$ cat config.mk
export PLATFORM = sky130hd
export DESIGN_NAME = framed_command_parser_led
export DESIGN_NICKNAME = d
export VERILOG_FILES = /design/src/rtl/core/fcpl_pkg.sv /design/src/rtl/core/framed_command_parser_led.sv
export SDC_FILE = /design/constraint.sdc
export NUM_CORES = 1
export LEC_CHECK = 0
export BUFFER_PORTS_ARGS = -buffer_cell sky130_fd_sc_hd__buf_2
export CORE_UTILIZATION = 52
export CTS_CLUSTER_DIAMETER = 100
export DETAILED_ROUTE_END_ITERATION = 16
export GPL_ROUTABILITY_DRIVEN = 0
export PLACE_DENSITY_LB_ADDON = 0.2
export SKIP_LAST_GASP = 1
export SLEW_MARGIN = 20
export SYNTH_ARGS = -nofsm -noshare
export SYNTH_HDL_FRONTEND = slang
export SYNTH_SLANG_ARGS = --single-unit
$ cat constraint.sdc
create_clock -name clk -period 2.2 [get_ports clk]
set_input_delay 0.22 -clock clk [delete_from_list [all_inputs] [get_ports clk]]
set_output_delay 0.22 -clock clk [all_outputs]
set_load 0.02 [all_outputs]
$ cat src/rtl/core/fcpl_pkg.sv
// Package for the framed command parser: status codes and framing characters.
// Used by framed_command_parser_led, its checker and the testbench; depends on nothing else.
`default_nettype none

package fcpl_pkg;

    typedef enum logic [1:0] {
        STATUS_NONE = 2'd0,
        STATUS_OK   = 2'd1,
        STATUS_ERR  = 2'd2
    } status_t;

    localparam logic [7:0] CHAR_DOLLAR = 8'h24;
    localparam logic [7:0] CHAR_COMMA  = 8'h2C;
    localparam logic [7:0] CHAR_STAR   = 8'h2A;
    localparam logic [7:0] CHAR_L      = 8'h4C;
    localparam logic [7:0] CHAR_3      = 8'h33;
    localparam logic [7:0] CHAR_4      = 8'h34;
    localparam logic [7:0] CHAR_0      = 8'h30;
    localparam logic [7:0] CHAR_1      = 8'h31;

endpackage

`default_nettype wire

$ cat src/rtl/core/framed_command_parser_led.sv
// Top level of the framed command parser that drives two LED levels.
// Depends on fcpl_pkg for status codes and framing characters.
`default_nettype none

// Parses frames of the form $TT,P* one received byte per request. Type L3 or
// L4 with payload 0 or 1 clears or sets the first or second LED. Every byte
// gives one result with a status code and both LED levels after that byte.
// The parser state and the result register are updated at the edge that
// accepts the byte, so one byte is accepted every cycle as long as the
// result register is empty or its result is taken in the same cycle. The
// result is shown in the cycle after its byte is accepted.
module framed_command_parser_led (
    input  wire logic              clk,
    input  wire logic              rst_n,
    input  wire logic              in_valid,
    output logic                   in_ready,
    input  wire logic [7:0]        rx_byte,
    output logic                   out_valid,
    input  wire logic              out_ready,
    output fcpl_pkg::status_t      status,
    output logic                   led_a,
    output logic                   led_b
);
    import fcpl_pkg::*;

    typedef enum logic [1:0] {
        PH_WAIT    = 2'd0,
        PH_TYPE    = 2'd1,
        PH_PAYLOAD = 2'd2
    } phase_t;

    phase_t      phase_reg, phase_next;
    logic [7:0]  type_chars_reg [2];
    logic [7:0]  type_char0_next, type_char1_next;
    logic [1:0]  type_count_reg, type_count_next;
    logic [7:0]  payload_char_reg, payload_char_next;
    logic        payload_count_reg, payload_count_next;
    logic        led_a_reg, led_a_next;
    logic        led_b_reg, led_b_next;
    status_t     status_reg, status_next;
    logic        out_valid_reg;
    logic        accept;
    logic        frame_ok;
    logic        level;

    assign in_ready  = !out_valid_reg || out_ready;
    assign accept    = in_valid && in_ready;
    assign out_valid = out_valid_reg;
    assign status    = status_reg;
    assign led_a     = led_a_reg;
    assign led_b     = led_b_reg;

    always_comb
    begin
        frame_ok = (type_count_reg[1] == 1'b1) && (type_chars_reg[0] == CHAR_L)
                && payload_count_reg
                && (payload_char_reg inside {CHAR_0, CHAR_1})
                && (type_chars_reg[1] inside {CHAR_3, CHAR_4});
        level = (payload_char_reg == CHAR_1);

        phase_next         = phase_reg;
        type_char0_next    = type_chars_reg[0];
        type_char1_next    = type_chars_reg[1];
        type_count_next    = type_count_reg;
        payload_char_next  = payload_char_reg;
        payload_count_next = payload_count_reg;
        led_a_next         = led_a_reg;
        led_b_next         = led_b_reg;
        status_next        = STATUS_NONE;

        case (phase_reg)
            PH_TYPE:
            begin
                if (rx_byte == CHAR_COMMA)
                begin
                    phase_next         = PH_PAYLOAD;
                    payload_count_next = 1'b0;
                end
                else if (type_count_reg[1])
                begin
                    phase_next      = PH_WAIT;
                    type_count_next = 2'd0;
                    status_next     = STATUS_ERR;
                end
                else
                begin
                    if (type_count_reg[0])
                    begin
                        type_char1_next = rx_byte;
                    end
                    else
                    begin
                        type_char0_next = rx_byte;
                    end
                    type_count_next = type_count_reg + 2'd1;
                end
            end
            PH_PAYLOAD:
            begin
                if (rx_byte == CHAR_STAR)
                begin
                    phase_next = PH_WAIT;
                    if (frame_ok)
                    begin
                        status_next = STATUS_OK;
                        if (type_chars_reg[1] == CHAR_3)
                        begin
                            led_a_next = level;
                        end
                        else
                        begin
                            led_b_next = level;
                        end
                    end
                    else
                    begin
                        status_next = STATUS_ERR;
                    end
                end
                else if (payload_count_reg)
                begin
                    phase_next         = PH_WAIT;
                    payload_count_next = 1'b0;
                    status_next        = STATUS_ERR;
                end
                else
                begin
                    payload_char_next  = rx_byte;
                    payload_count_next = 1'b1;
                end
            end
            default:
            begin
                phase_next = PH_WAIT;
                if (rx_byte == CHAR_DOLLAR)
                begin
                    phase_next      = PH_TYPE;
                    type_count_next = 2'd0;
                end
            end
        endcase
    end

    always_ff @(posedge clk or negedge rst_n)
    begin
        if (!rst_n)
        begin
            phase_reg         <= PH_WAIT;
            type_chars_reg[0] <= 8'd0;
            type_chars_reg[1] <= 8'd0;
            type_count_reg    <= 2'd0;
            payload_char_reg  <= 8'd0;
            payload_count_reg <= 1'b0;
            led_a_reg         <= 1'b0;
            led_b_reg         <= 1'b0;
            status_reg        <= STATUS_NONE;
            out_valid_reg     <= 1'b0;
        end
        else
        begin
            if (accept)
            begin
                phase_reg         <= phase_next;
                type_chars_reg[0] <= type_char0_next;
                type_chars_reg[1] <= type_char1_next;
                type_count_reg    <= type_count_next;
                payload_char_reg  <= payload_char_next;
                payload_count_reg <= payload_count_next;
                led_a_reg         <= led_a_next;
                led_b_reg         <= led_b_next;
                status_reg        <= status_next;
                out_valid_reg     <= 1'b1;
            end
            else if (out_ready)
            begin
                out_valid_reg <= 1'b0;
            end
        end
    end

endmodule

`default_nettype wire

After elaboration in Yosys (flattened, before gate mapping) --
Index checks and enable logic that the tools add are counted.
Storage, ports and cells: input port bits 12, word-level logic and storage cells 75, register bits 34
Operators by class: bitwise operators 7, reduce and logical (&&, ||, !) cells 20, $add $sub $neg 1, multiplexer cells 22, equality and inequality tests 15
Operator list (count):
- equality test 8 x 6 -> 1 bit, second input constant | 7
- 2-to-1 mux 2 bit | 12
- AND reduction 5 bit | 4
- case mux 2 bit (2 select lines) | 3
- AND reduction 4 bit | 3
- nonzero test 2 bit | 5
- equality test 8 x 7 -> 1 bit, second input constant | 1
- inverter 1 bit | 7
- 2-to-1 mux 1 bit | 6
- != test 2 bit, second input constant | 3
- != test 3 bit, second input constant | 2
- logical AND 1 bit | 5
- AND reduction 3 bit | 1
- adder 2 x 1 -> 2 bit, second input constant | 1
- equality test 2 x 1 -> 1 bit, second input constant | 1
- equality test 2 bit, second input constant | 1
- case mux 1 bit (2 select lines) | 1
- zero test 1 bit | 1
- logical OR 1 bit | 1

Logic depth before layout (Yosys ltp) --
Gate-level depths: netlist (run 1).
depth after elaboration 8, mapped depth 7

Worst setup path after synthesis (run 1) --
Ideal clock, no wire load.
kind register to register, start point register phase_reg[0], end point register led_a_reg, in the netlist led_a, stages on the path, launching flop included 8, required time 2.075 ns, period minus slack after synthesis 2.033 ns, slack 0.167 ns, arrival 1.909 ns, path buffers 1, path through dfrtp_1 -> inv_1 -> ha_1 -> buf_4 -> inv_1 -> or4b_2 -> nor4_1 -> mux2_2
Between the ends: longest elaborated chain between the ends 2
RTL lines:
- from (decl) | RTL line framed_command_parser_led.sv:32 | phase_t phase_reg, phase_next;
- from (signal assigned) | RTL line framed_command_parser_led.sv:163 | phase_reg <= phase_next;
- equality test 2 bit | RTL line framed_command_parser_led.sv:71 | case (phase_reg)
- AND reduction 5 bit (no line)
- to (signal assigned) | RTL line framed_command_parser_led.sv:169 | led_a_reg <= led_a_next;
- to (decl) | RTL line framed_command_parser_led.sv:38 | logic led_a_reg, led_a_next;
No other way between the ends. A chain may end at the register's enable or synchronous reset.

Worst setup path in the final report (run 1) --
Ends and elaborated chain as after synthesis.

==> results of run 1 <==
-- Yosys cell counts, drive strengths merged --
cell,instances
a2111oi,1
a221oi,1
o21ai,2
a211o,1
nand4b,2
a41oi,1
a32o,1
nor3,3
and4bb,2
o22ai,2
or3b,1
a21oi,2
o2bb2ai,1
nand4bb,1
a21boi,2
and4b,1
or4b,2
nand3b,2
or3,1
nor3b,1
nand3,1
mux2,26
a211oi,2
o31a,1
a22o,1
nor2,3
nand2,4
and2,2
nor4b,3
nor4,2
inv,8
ha,2
dfrtp,34
buf,3
nand2b,1
o41ai,1
nand4,3
a31oi,1
nor2b,3
o221ai,1
-- worst max-delay path, cell delays in order (launching register included) --
cell and delay [ns]:
dfrtp_1 0.41, inv_1 0.09, ha_1 0.16, inv_1 0.07, or4b_2 0.63, nor4_1 0.23, mux2_2 0.37
-- layout make-up --
cell class	count	area, um^2	area share (%)
timing repair buffer	23	132.6	6.870
clock buffer	8	78.83	4.083
tap	44	55.05	2.852
sequential	34	850.8	44.07
inverter	8	30.03	1.555
multi-input combinational	87	783.3	40.57
-- worst min-delay path by stage --
| stage | from | end | slack, ns | cells after the start |
|---|---|---|---|---|
| floorplan | rst_n | led_a | -0.08 | 0 |
| global placement | rst_n | type_chars_reg[3] | 0.31 | 1 |
| detailed placement | rst_n | type_chars_reg[3] | 0.33 | 1 |
| CTS | in_valid | out_valid | 0.12 | 3 |
| global route | in_valid | out_valid | 0.16 | 3 |
| finish | in_valid | out_valid | 0.15 | 3 |
-- cells in the final DEF (no fill, tap or decap), types with 3 or more instances in the layout --
cell type / Yosys / layout
buf_2: 2 / 17
buf_4: 1 / 5
clkbuf_4: 0 / 5
clkbuf_8: 0 / 3
dfrtp_1: 34 / 34
inv_1: 8 / 8
mux2_2: 26 / 26
nand2_1: 4 / 4
nand4_1: 3 / 3
nor2_1: 3 / 3
nor2b_1: 3 / 3
nor3_1: 3 / 3
-- power breakdown --
part / internal, uW / switching [uW] / total [uW]
registers: 644 / 17.7 / 661
clock network: 218 / 204 / 422
logic: 34.8 / 54.6 / 89.4
-- per-stage QoR --
stage	setup WS [ns]	area, um^2	utilization [%]
2_1_floorplan	0.1668	1682	-
3_3_place_gp	0.2256	1842	60.33
3_5_place_dp	0.1902	1842	60.33
4_1_cts	0.1451	1931	63.24
5_1_grt	0.05538	1931	63.24
6_report	0.1435	1931	63.24
-- metal layers --
layer / vias to the layer above / track usage, % / wire (um)
li1: 563 / - / -
met1: 588 / 32.47 / 1655
met2: 27 / 35.06 / 1609
met3: 4 / 6.593 / 113
met4: 0 / 8.844 / 31
met5: - / 0 / 0
-- kinds of logic (layout without fill, tap and decap cells) --
logic type               count (synthesis)  after routing  synth area share [%]
AND/OR/NAND/NOR                         38             38                 18.30
flip-flops                              34             34                 50.60
multiplexers                            26             26                 17.41
AO/OA/AOI/OAI                           21             21                 9.376
buffers and inverters                   11             39                 2.828
adder cells (fa/ha/maj)                  2              2                 1.488
==> results.py, run 1 <==
metrics = {
    "route": {
        "vias_per_cell": 5.794,
        "drtIter0Drc": 44,
        "dr.pass1.iters": 4,
        "drcViolationCount": 0,
        "wl_um": 3410,
        "vias": 1182,
        "wl_per_cell_um": 16.72,
        "drtAntennaViolNets": 0,
    },
    "worst_hold_path": {
        "hold_path.class": "primary input to flip-flop",
    },
    "clock_tree": {
        "ctsHoldBuffers": 1,
        "htree_levels": 2,
        "cts_buffer_depth": 2,
        "cts_setup_buffers": 0,
        "cts-buffers-inserted": 5,
        "path_clk_slew_ns": 0.11,
        "clk_latency_ns": 0.33,
        "ctsResizeCount": 0,
        "clock-root-buffer": "clkbuf_4",
        "clkSinkCount": 34,
        "cts_tree": "yes",
    },
    "floorplanning": {
        "io_pins": 18,
        "die_h_um": 58.87,
        "core-area_um2": 3053,
        "row_count": 20,
        "die_area_um2": 3465,
        "die_w_um": 58.87,
        "start_util_pct": 55.08,
    },
    "pwr": {
        "powerDensity_nw_per_um2": 607.7,
        "design_power_total_uw": 1173,
        "leakagePower_uw": 0.0008960,
        "peakVddDrop_uv": 461.2,
    },
    "cells_and_area": {
        "fin_nets": 173,
        "largest_reg_flops": 16,
        "antennaDiodeCount": 0,
        "drive_above_1_share_pct": 40.00,
        "n_fill_cell": 248,
        "instances_no_fill": 204,
        "syn2layout_area_growth_pct": 14.81,
    },
    "logic_synthesis": {
        "syn-num-nets": 146,
        "ys_ff_latch": 34,
        "avgSynthCellArea_um2": 12.74,
        "syn_area_um2": 1682,
        "yosys-top-cells-area": "dfrtp_1 (51%), mux2_2 (17%), nor4b_4 (2.8%)",
        "ys_warn_count": 0,
        "yosysTopAreaCellShare_pct": 50.60,
        "yosysTopAreaCell": "dfrtp_1",
        "yosysSeqAreaShare_pct": 50.60,
        "yosysUniqueCellTypes": 46,
        "postSynthCellCount": 132,
    },
    "grt": {
        "grt_pass1_vias": 1181,
        "grt_pass1_wl_um": 5934,
        "overflow": 0,
        "grt_util_all_layers_pct": 23.45,
        "grt_max_degree": 35,
        "antenna_found_initial": 0,
    },
    "outcome": {
        "status": "complete, no violations",
    },
    "worst_setup_path": {
        "crit_fanout": 3,
        "crit_type": "flip-flop to flip-flop",
        "arrival_ns": 2.29,
        "r2r_slack_ns": 0.14,
        "crit_path_start": "phase_reg[0]",
        "critical_path.endpoint_type": "flip-flop",
        "reg2reg_from": "phase_reg[0]",
        "startpoint_type": "flip-flop",
        "cp.required_ns": 2.43,
        "ff2ff_path_depth": 6,
        "crit_end": "led_a",
        "rr_endpoint": "led_a",
    },
    "timing": {
        "period_needed_ns": 2.057,
        "tns_ns": 0,
        "max_slew_margin_pct": 50.61,
        "skew_ns": 0.01090,
        "period_share_pct": 93.48,
        "timing.hold.ws_ns": 0.1477,
        "worstMarginPinSlew_ns": 0.7408,
        "drv_slew": 0,
        "final-setup-viol-count": 0,
        "hold_viol": 0,
        "clock.fmax_mhz": 486.3,
        "rsz0062_at_grt": "no",
    },
    "run": {
        "cap_violations": 0,
    },
    "place": {
        "dp_hpwl_um": 2449,
        "portBuffers": 17,
        "place_inst": 195,
    },
}
No activity file was read; power rests on OpenSTA's default activity.
==> run 2, diff against run 1 <==
- CORE_UTILIZATION: 52 -> 57
- RECOVER_POWER: default -> 100
- clock period: 2.2 -> 2.1 ns (I/O delays scaled with it)
==> run 2 against run 1 <==
  * Flip-flop and latch count unchanged
  * Die area down 8.5%
  * Non-clock buffer count up 2
  * Sequential share of layout area up 0.52 points
  * Maximum frequency up 2.7%
  * Worst hold slack worse by 0.0072 ns
==> results.py, run 2 (synthesized netlist as in run 1, its figures left out) <==
metrics = {
    "outcome": {
        "status": "complete, no violations",
    },
    "worst_setup_path": {
        "startpoint_type": "flip-flop",
        "reg2reg_from": "type_chars_reg[1]",
        "rr_endpoint": "led_b",
        "critical_path.endpoint_type": "flip-flop",
        "crit_type": "flip-flop to flip-flop",
        "r2r_slack_ns": 0.1,
        "crit_path_start": "type_chars_reg[1]",
        "ff2ff_path_depth": 4,
        "cp.required_ns": 2.34,
        "crit_fanout": 3,
        "arrival_ns": 2.25,
    },
    "timing": {
        "clock.fmax_mhz": 499.3,
        "max_slew_margin_pct": 44.41,
        "final-setup-viol-count": 0,
        "period_needed_ns": 2.003,
        "worstMarginPinSlew_ns": 0.8339,
        "hold_viol": 0,
        "timing.hold.ws_ns": 0.1406,
        "skew_ns": 0.007617,
        "tns_ns": 0,
        "period_share_pct": 95.37,
        "drv_slew": 0,
        "rsz0062_at_grt": "no",
    },
    "worst_hold_path": {
        "hold_path.class": "primary input to flip-flop",
        "holdPathEnd": "out_valid",
        "hold_start": "in_valid",
        "hold_depth": 3,
    },
    "clock_tree": {
        "cts_tree": "yes",
        "clock-root-buffer": "clkbuf_4",
        "cts-buffers-inserted": 5,
        "htree_levels": 2,
        "clkSinkCount": 34,
        "cts_buffer_depth": 2,
        "clk_latency_ns": 0.35,
        "path_clk_slew_ns": 0.11,
    },
    "cells_and_area": {
        "design_area_um2": 1908,
        "drive_above_1_share_pct": 35.80,
        "fin_nets": 175,
        "antennaDiodeCount": 0,
        "syn2layout_area_growth_pct": 13.47,
        "layout_commonest_cell": "dfrtp_1",
        "largest_reg_flops": 16,
        "most-common-layout-cells": "dfrtp_1 (34), mux2_2 (26), buf_2 (10), inv_1 (8), clkbuf_1 (8)",
        "n_fill_cell": 209,
        "final_util_pct": 68.60,
    },
    "place": {
        "dp_hpwl_um": 2428,
        "portBuffers": 17,
        "place_area_um2": 1833,
    },
    "floorplanning": {
        "die_area_um2": 3171,
        "die_h_um": 56.32,
        "start_util_pct": 60.46,
        "row_count": 19,
        "core-area_um2": 2781,
        "die_w_um": 56.32,
        "io_pins": 18,
    },
    "pwr": {
        "design_power_total_uw": 1270,
        "powerDensity_nw_per_um2": 665.4,
        "peakVddDrop_uv": 882.5,
        "leakagePower_uw": 0.0008706,
    },
    "route": {
        "vias_per_cell": 6.109,
        "drcViolationCount": 0,
        "wl_per_cell_um": 17.58,
        "drtIter0Drc": 29,
        "vias": 1179,
        "drtAntennaViolNets": 0,
        "dr.pass1.iters": 4,
        "wl_um": 3392,
    },
    "grt": {
        "grt_pass1_vias": 1211,
        "antenna_found_initial": 0,
        "grt_max_degree": 35,
        "overflow": 0,
        "grt_pass1_wl_um": 5885,
        "grt_util_all_layers_pct": 25.14,
    },
    "run": {
        "cap_violations": 0,
    },
}
-- run 2: cell count changes in the layout (fill, tap and decap cells not counted), sizes merged --
cell | before | now
bufinv | 0 | 1
buf | 22 | 13
clkbuf | 8 | 16
clkinvlp | 0 | 2
-- run 2: layout make-up --
type                            instances  area (um^2)  share of cell area (%)
Sequential cell                        34        850.8                   44.59
Multi-Input combinational cell         87        778.2                   40.79
Timing Repair Buffer                   25        127.6                   6.689
Clock inverter                          3        45.04                   2.361
Tap cell                               31        38.79                   2.033
Clock buffer                            5        37.54                   1.967
Inverter                                8        30.03                   1.574
-- run 2: layer usage --
layer	GRT usage, %	wire [um]	part of all wire, %
met1	32.30	1517	45
met2	38.44	1598	47
met3	7.373	183	5.4
met4	13.59	92	2.7
met5	0	0	0
-- run 2: critical path, stage by stage (launching register included) --
cell     delay, ns
dfrtp_1       0.41
or3b_1        0.42
or4b_1        0.49
nor4_1        0.21
mux2_2        0.37
-- run 2: repair_timing --
item                                    4_1_cts  5_1_grt
resized for setup                             0        3
buffers inserted                              0        1
endpoints found under the setup margin        0        1
endpoints found under the hold margin        34        0
hold buffers                                  1        0
-- run 2: power by group --
part	switching [uW]	total, uW	leakage (uW)	internal, uW
Clock	237	487	0.0000374	250
Combinational	55.9	90.9	0.000374	35.0
Sequential	17.6	692	0.000460	674
-- run 2: how the worst max path moves through the flow --
| stage | to | slack [ns] | cells after the start |
|---|---|---|---|
| finish | led_b | 0.1 | 4 |
| global route | payload_char_reg[4] | 0.05 | 7 |
| floorplan | led_a | 0.07 | 7 |
| detailed placement | led_a | 0.05 | 6 |
| CTS | led_a | 0.03 | 6 |
| global placement | led_a | 0.15 | 6 |
-- run 2: metrics by stage --
stage               setup slack (ns)  std cells
floorplan                    0.06679        132
global placement              0.1502        183
detailed placement           0.05080        183
CTS                          0.03155        192
global route                 0.05003        193
finish                       0.09716        193
==> run 3, diff against run 2 <==
- RECOVER_POWER: 100 -> default
==> run 3 against run 2 <==
  * Maximum frequency increased by 1.6%
  * Worst setup slack improved by 0.032 ns
  * Global-route usage unchanged
  * Cell area increased by 2.3%
==> results.py, run 3 (synthesized netlist as in run 1, its figures left out) <==
metrics = {
    "clock_tree": {
        "cts_buffer_depth": 2,
        "cts_tree": "yes",
        "htree_levels": 2,
        "clk_latency_ns": 0.35,
        "cts-buffers-inserted": 5,
        "clock-root-buffer": "clkbuf_4",
        "path_clk_slew_ns": 0.11,
        "clkSinkCount": 34,
    },
    "timing": {
        "max_slew_margin_pct": 50.17,
        "final-setup-viol-count": 0,
        "tns_ns": 0,
        "period_needed_ns": 1.971,
        "worstMarginPinSlew_ns": 0.7474,
        "hold_viol": 0,
        "clock.fmax_mhz": 507.3,
        "setup_ws_ns": 0.1288,
        "period_share_pct": 93.87,
        "drv_slew": 0,
        "rsz0062_at_grt": "no",
        "skew_ns": 0.008077,
    },
    "cells_and_area": {
        "fin_nets": 175,
        "layout_commonest_cell": "dfrtp_1",
        "antennaDiodeCount": 0,
        "most-common-layout-cells": "dfrtp_1 (34), mux2_2 (26), buf_2 (17), inv_1 (8), buf_4 (7)",
        "syn2layout_area_growth_pct": 16.07,
        "largest_reg_flops": 16,
        "drive_above_1_share_pct": 41.36,
    },
    "worst_setup_path": {
        "critical_path.endpoint_type": "flip-flop",
        "startpoint_type": "flip-flop",
        "crit_type": "flip-flop to flip-flop",
        "crit_fanout": 3,
        "cp.required_ns": 2.34,
        "arrival_ns": 2.21,
    },
    "floorplanning": {
        "row_count": 19,
        "die_h_um": 56.32,
        "io_pins": 18,
        "die_area_um2": 3171,
        "start_util_pct": 60.46,
        "core-area_um2": 2781,
        "die_w_um": 56.32,
    },
    "route": {
        "vias_per_cell": 6.109,
        "wl_um": 3449,
        "wl_per_cell_um": 17.87,
        "dr.pass1.iters": 4,
        "drtIter0Drc": 22,
        "drtAntennaViolNets": 0,
        "vias": 1179,
        "drcViolationCount": 0,
    },
    "pwr": {
        "p_int_uw": 962.3,
        "power.combinational.fraction_pct": 7.4,
        "leakagePower_uw": 0.0009180,
        "p_sw_share_pct": 24.61,
        "peakVddDrop_uv": 882.7,
        "power.clock.fraction_pct": 38.2,
        "pwr-share-seq_pct": 54.4,
        "powerDensity_nw_per_um2": 654.0,
        "switching_power_uw": 314.2,
    },
    "grt": {
        "grt_max_degree": 35,
        "antenna_found_initial": 0,
        "grt_pass1_wl_um": 5885,
        "grt_util_all_layers_pct": 25.14,
        "overflow": 0,
        "grt_pass1_vias": 1211,
    },
    "place": {
        "portBuffers": 17,
        "dp_hpwl_um": 2428,
        "pre_cts_ws_ns": 0.05080,
    },
    "outcome": {
        "status": "complete, no violations",
    },
    "run": {
        "cap_violations": 0,
    },
    "worst_hold_path": {
        "hold_path.class": "primary input to flip-flop",
    },
}
-- run 3: area by class of cell --
cell class,count,area (um^2)
clock buffers,5,37.54
clock inverters,3,45.04
fillers,201,829.5
inverters,8,30.03
multi-input cells,87,802.0
flip-flops and latches,34,850.8
well taps,31,38.79
repair buffers,25,147.6
-- run 3: power by group through the flow --
stage               Clock (uW)  Combinational (uW)  Sequential [uW]
finish                     488                95.0              694
global route               523                 105              695
CTS                        503                95.4              693
detailed placement           0                93.5              705
global placement             0                91.0              704
floorplan                    0                43.1              701
-- run 3: per-layer routing --
metal  vias up  wire length [um]  track usage [%]  part of all wire [%]
met2        31              1613            38.44                    47
met1       575              1568            32.30                    45
met4         0                92            13.59                   2.7
met5         -                 0                0                     0
met3         9               174            7.373                   5.0
li1        564                 -                -                     -
-- run 3: critical path, stage by stage, from the launching register on --
cell and delay [ns]:
dfrtp_1 0.41, or3b_1 0.42, or4b_1 0.50, nor4_2 0.18, mux2_2 0.36
-- run 3: final timing paths --
kind | from | to | slack, ns | depth (start not counted)
setup / recovery | type_chars_reg[1] | led_b | 0.13 | 4
hold / removal | in_valid | out_valid | 0.14 | 3
setup reg to reg | type_chars_reg[1] | led_b | 0.13 | 4
hold reg to reg | type_chars_reg[4] | type_chars_reg[4] | 0.51 | 1
max in group asynchronous | rst_n | type_chars_reg[13] | 1.17 | 2
min in group asynchronous | rst_n | payload_count_reg | 0.45 | 2
-- run 3: what timing repair did --
action / 4_1_cts / 5_1_grt
endpoints found under the hold margin: 34 / 0
buffers inserted: 0 / 1
setup endpoints to repair: 0 / 1
resized for setup: 0 / 3
hold buffers: 1 / 0
-- run 3: stage by stage --
stage	hold WS, ns	instance area, um^2	cells	power (uW)	utilization [%]
after floorplan	-0.08559	1682	132	744.5	-
after global placement	0.2985	1833	183	795.1	65.90
after detailed placement	0.3218	1833	183	798.9	65.90
after CTS	0.1237	1926	192	1291	69.23
after global routing	0.1489	1952	193	1322	70.18
final	0.1425	1952	193	1276	70.18
